$ cat src/rtl/cfu_pkg.sv
// cluster feature update: shared types, sizes and saturating helpers
// used by the top level and the serial divider; depends on nothing
package cfu_pkg;

   localparam int ENTRIES   = 64;
   localparam int MAX_LEN   = 64;
   localparam int IDX_W     = $clog2(ENTRIES);
   localparam int ELEM_W    = $clog2(MAX_LEN);
   localparam int LEN_W     = ELEM_W + 1;
   localparam int SUM_AW    = IDX_W + ELEM_W;
   localparam int NUM_W     = 80;
   localparam int DVS_W     = 32;
   localparam int QCNT_W    = 7;

   // csr register indexes
   localparam logic [1:0] CSR_LEN  = 2'd0;
   localparam logic [1:0] CSR_MODE = 2'd1;
   localparam logic [1:0] CSR_THR  = 2'd2;

   // result status codes
   localparam logic [1:0] ST_OK    = 2'd0;
   localparam logic [1:0] ST_ZERO  = 2'd1;
   localparam logic [1:0] ST_UFLOW = 2'd2;

   // per-entry scalar record
   typedef struct packed {
      logic [15:0] cnt;
      logic [63:0] ssq;
      logic [31:0] path;
      logic [31:0] dcnt;
   } rec_type;

   typedef struct packed {
      logic             start;
      logic [NUM_W-1:0] dividend;
      logic [DVS_W-1:0] divisor;
   } div_req_type;

   typedef struct packed {
      logic             busy;
      logic             done;
      logic [NUM_W-1:0] quotient;
   } div_rsp_type;

   function automatic logic [63:0] add_sat64(input logic [63:0] a, input logic [63:0] b);
      logic [64:0] s;
      s = {1'b0, a} + {1'b0, b};
      return s[64] ? {64{1'b1}} : s[63:0];
   endfunction

   function automatic logic [31:0] add_sat32(input logic [31:0] a, input logic [31:0] b);
      logic [32:0] s;
      s = {1'b0, a} + {1'b0, b};
      return s[32] ? {32{1'b1}} : s[31:0];
   endfunction

   function automatic logic [31:0] sub_sat32(input logic [31:0] a, input logic [31:0] b);
      return (b > a) ? 32'd0 : a - b;
   endfunction

   // clamp a 34-bit signed sum to signed 32 bits
   function automatic logic [31:0] sat_s32(input logic signed [33:0] v);
      if (v > 34'sd2147483647) return 32'h7FFF_FFFF;
      if (v < -34'sd2147483648) return 32'h8000_0000;
      return v[31:0];
   endfunction

endpackage

$ cat src/rtl/cfu_div.sv
// cluster feature update: restoring divider, one quotient bit per cycle
// depends on cfu_pkg for widths and the request / response structs
module cfu_div
   import cfu_pkg::*;
(
   input  logic        clock,
   input  logic        reset,
   input  div_req_type req,
   output div_rsp_type rsp
);

   logic [NUM_W-1:0]  num_ff;
   logic [DVS_W-1:0]  dvs_ff;
   logic [DVS_W:0]    rem_ff;
   logic [QCNT_W-1:0] cnt_ff;
   logic              busy_ff;
   logic              done_ff;
   logic [DVS_W:0]    trial;
   logic              fits;

   // shift in the next dividend bit and try the subtract
   assign trial = {rem_ff[DVS_W-1:0], num_ff[NUM_W-1]};
   assign fits  = trial >= {1'b0, dvs_ff};

   always_ff @(posedge clock) begin
      if (reset) begin
         busy_ff <= 1'b0;
         done_ff <= 1'b0;
         cnt_ff  <= '0;
      end else begin
         done_ff <= 1'b0;
         if (req.start) begin
            busy_ff <= 1'b1;
            cnt_ff  <= QCNT_W'(NUM_W - 1);
         end else if (busy_ff) begin
            if (cnt_ff == '0) begin
               busy_ff <= 1'b0;
               done_ff <= 1'b1;
            end else begin
               cnt_ff <= cnt_ff - 1'b1;
            end
         end
      end
   end

   // datapath: quotient bits fill the dividend register from the bottom
   always_ff @(posedge clock) begin
      if (req.start) begin
         num_ff <= req.dividend;
         dvs_ff <= req.divisor;
         rem_ff <= '0;
      end else if (busy_ff) begin
         rem_ff <= fits ? (trial - {1'b0, dvs_ff}) : trial;
         num_ff <= {num_ff[NUM_W-2:0], fits};
      end
   end

   assign rsp.busy     = busy_ff;
   assign rsp.done     = done_ff;
   assign rsp.quotient = num_ff;

endmodule

$ cat config.mk
export PLATFORM = sky130hd
export DESIGN_NAME = cfu_div
export DESIGN_NICKNAME = d
export VERILOG_FILES = /design/src/rtl/cfu_pkg.sv /design/src/rtl/cfu_div.sv
export SDC_FILE = /design/constraint.sdc
export NUM_CORES = 1
export LEC_CHECK = 0
export BUFFER_PORTS_ARGS = -buffer_cell sky130_fd_sc_hd__buf_2
export CORE_UTILIZATION = 40
export CTS_CLUSTER_DIAMETER = 100
export CTS_CLUSTER_SIZE = 30
export DETAILED_ROUTE_END_ITERATION = 8
export MAX_ROUTING_LAYER = met4
export PLACE_DENSITY = 0.7
export SYNTH_ARGS = -nofsm -noshare
export SYNTH_HDL_FRONTEND = slang
export SYNTH_SLANG_ARGS = --single-unit
$ cat constraint.sdc
create_clock -name clock -period 3.8 [get_ports clock]
set_clock_uncertainty 0.1 [all_clocks]
set_input_delay 0.38 -clock clock [delete_from_list [all_inputs] [get_ports clock]]
set_output_delay 0.38 -clock clock [all_outputs]
set_load 0.02 [all_outputs]
==> results.txt <==
Residual DRC = 0
Status = complete, no violations
Crit-path most repeated cell = a21oi_1
Clock Tree Buf Depth = 2
Power, Total = 4862 uW
Global-route wire length before repair = 33.38 mm
Grt total ovfl = 0
Commonest cells post-synth = edfxtp_1, mux2_2, nand2_1, inv_1, nor2_1
Synth Cell Area = 8225 um^2
Post-Route WL = 20.78 mm
End of the critical path = rem_ff[28]
Largest fanout on the critical path = 4
Final ANT Viol Nets = 0
Synth top area cells = edfxtp_1, mux2_2, dfxtp_1
CTS root buf = clkbuf_16
Hold Crit Class = in2reg
Dpl hpwl = 15.29 mm
Reg-to-Reg End = rem_ff[28]
Depth of the most critical reg-to-reg path = 12
CP required = 4.00 ns
H-tree Lvls = 4
Clock sinks = 153
Top-area cell type share of the netlist area = 0.4089
I/O pin count = 197
Vias in the first global route = 6328
Crit Path Category = reg2reg
Fin nets = 1056
Detailed Route Iter0 Violations = 314
Final setup viols = 0
Worst path slowest cell = a2111oi_0
Vias per Instance = 5.246
Setup crit end kind = flop
WL met2 = 10.40 mm
Gate count of the mapped netlist = 716
Synth Flop Type = edfxtp_1
Core area = 20170 um^2
Initial Util = 0.4078
Post-Syn Area per Cell = 11.49 um^2
Via count = 6253
Synth area leader = edfxtp_1
WL met1 = 8.648 mm
Count leader, synth = edfxtp_1
Worst Tran Pin Value = 0.7157 ns
Setup TNS = 0 ns
Die Wd = 145.4 um
# resized after CTS = 0
Initial antenna violation count = 2
Routed wire per std cell = 17.43 um
RD Place Congestion = 0.8803
Worst reg2reg startpoint = num_ff[79]
Syn_nets = 866
Critical path launch point = num_ff[79]
Largest net degree at the start of global routing = 81
Synthesis warning total = 0
Area grow syn2layout = 22.50%
Number of synthesized register bits = 153
Top Metal Used = met4
Crit share post-route = 0.9163
RSZ-0062 raised after global routing = false
Critical Path Max Stage Delay = 0.44 ns
Crit path DAT = 3.68 ns
Fill cells = 1828
Die H = 145.4 um
R2r setup slk = 0.32 ns
Post-synth cell types = 65
Post-CTS Hold Buffers = 0
CTS clk-pin slew, worst paths = 0.07 ns
Rel. slew slack = 0.5229
CTS tree = yes
Maximum VDD drop = 291.9 uV
Final Slew Violations = 0
Post-CTS Setup Bufs = 0
Max-Cap Viols = 0
Leak = 0.004225 uW
EDFF count, synth = 112
I/O Buffers = 196
CP cell instances = inv_1, ha_1, fa_1, nand2b_1, a211o_1, a2111oi_0, buf_4, o31ai_1, a21oi_1, a21oi_1, nor4b_1, nor4_1
Die Footprint = 21140 um^2
Sequential share of the synthesized area = 0.5087
PwrDens = 482.5 nW/um^2
Clk Latency, worst-skew pair = 0.43 ns
Final hold vios = 0
Register area = 4185 um^2
Startpoint types = flop
Num CTS Buffers = 17
Area of the multi-input gates = 3692 um^2
DRT Pass-1 Iters = 5
Tmin final = 3.482 ns
FFs w/ async S/R, synth = 0
Row cnt = 52
Fmax = 287.2 MHz
Met3 routed wirelength = 1.315 mm
GRT Total Usage = 0.2092
Share of cells above drive strength 1 = 0.3787
## worst max-delay path, delay by kind of cell, from the launching register on
| kind | cells | cell delay, ns |
|---|---|---|
| AOI/OAI and AO/OA | 5 | 1.36 |
| and+or+nand+nor | 3 | 0.66 |
| adders and majority gates | 2 | 0.61 |
| DFF | 1 | 0.37 |
| buffers and inverters | 2 | 0.26 |
## per-layer routing
metal / track usage / vias up
met4: 0.07000 / 0
met2: 0.3507 / 189
li1: - / 3051
met3: 0.05517 / 19
met5: - / -
met1: 0.2431 / 2994
## placed cells by master, fill, tap and decap left out, drive strengths merged, types with 4 or more instances in the layout
cell	Yosys	final
buf	9	206
edfxtp	112	112
mux2	79	79
nand2	64	64
inv	45	54
nor2	46	46
dfxtp	41	41
a21oi	36	36
ha	34	34
a311oi	23	23
a21o	22	22
o21ai	18	18
clkbuf	26	18
nor3	16	16
nand3	14	14
xnor2	13	13
xor2	11	11
a31oi	9	9
o211ai	7	7
nand4	7	7
or3	6	6
nand2b	6	6
and3	6	6
o21bai	6	6
a2111oi	6	6
nor4	5	5
a211oi	4	4
o21a	4	4
## registers in the layout, indices dropped and copies added (netlist names)
name	flops
num_ff	80
rem_ff	32
cnt_ff	7
busy_ff	1
dvs_ff	32
done_ff	1
## worst min path at each step
stage                    from         end  slack (ns)  depth (start not counted)
floorplan           cnt_ff[6]   cnt_ff[6]        0.36                          2
global route           req[2]   dvs_ff[2]       0.005                          1
finish                req[27]  dvs_ff[27]        0.02                          1
detailed placement  cnt_ff[6]   cnt_ff[6]        0.38                          2
CTS                    req[3]   dvs_ff[3]       0.005                          1
global placement    cnt_ff[6]   cnt_ff[6]        0.37                          2
## logic make-up (layout without fill, tap and decap cells)
logic type      Yosys count  count (layout)  share of synthesized area
simple gates            188             188                     0.1100
compound gates          154             154                     0.1483
flops                   153             153                     0.5087
mux                      81              81                     0.1106
buf+inv                  81             284                    0.04274
fa+ha+maj                35              35                    0.05415
xor+xnor                 24              24                    0.02556
other cells               0               3                          0
## cell type report
cell class | count | area share
diodes | 3 | 0.0007451
inverters | 46 | 0.01714
clock inverters | 14 | 0.01751
clock buffers | 18 | 0.04259
multi-input cells | 482 | 0.3664
repair buffers | 206 | 0.1067
flip-flops and latches | 153 | 0.4154
well taps | 270 | 0.03353
## report_power, final
group | total, uW | internal (uW) | switching, uW
Clock | 1780 | 1000 | 775
Sequential | 2080 | 1980 | 97.7
Combinational | 1010 | 411 | 599
## metrics by stage
stage / util / hold WS (ns) / setup WS [ns] / cell area [um^2] / instances
3_5_place_dp: 0.4692 / 0.3771 / 0.4497 / 9463 / 1157
5_1_grt: 0.4994 / 0.004684 / 0.05672 / 10070 / 1191
4_1_cts: 0.4992 / 0.004827 / 0.4030 / 10070 / 1189
6_report: 0.4996 / 0.01774 / 0.3183 / 10080 / 1192
3_3_place_gp: 0.4692 / 0.3745 / 0.4428 / 9463 / 1157
2_1_floorplan: - / 0.3588 / 0.5837 / 8225 / 716
Note: power is estimated with default switching activity, not from simulation.
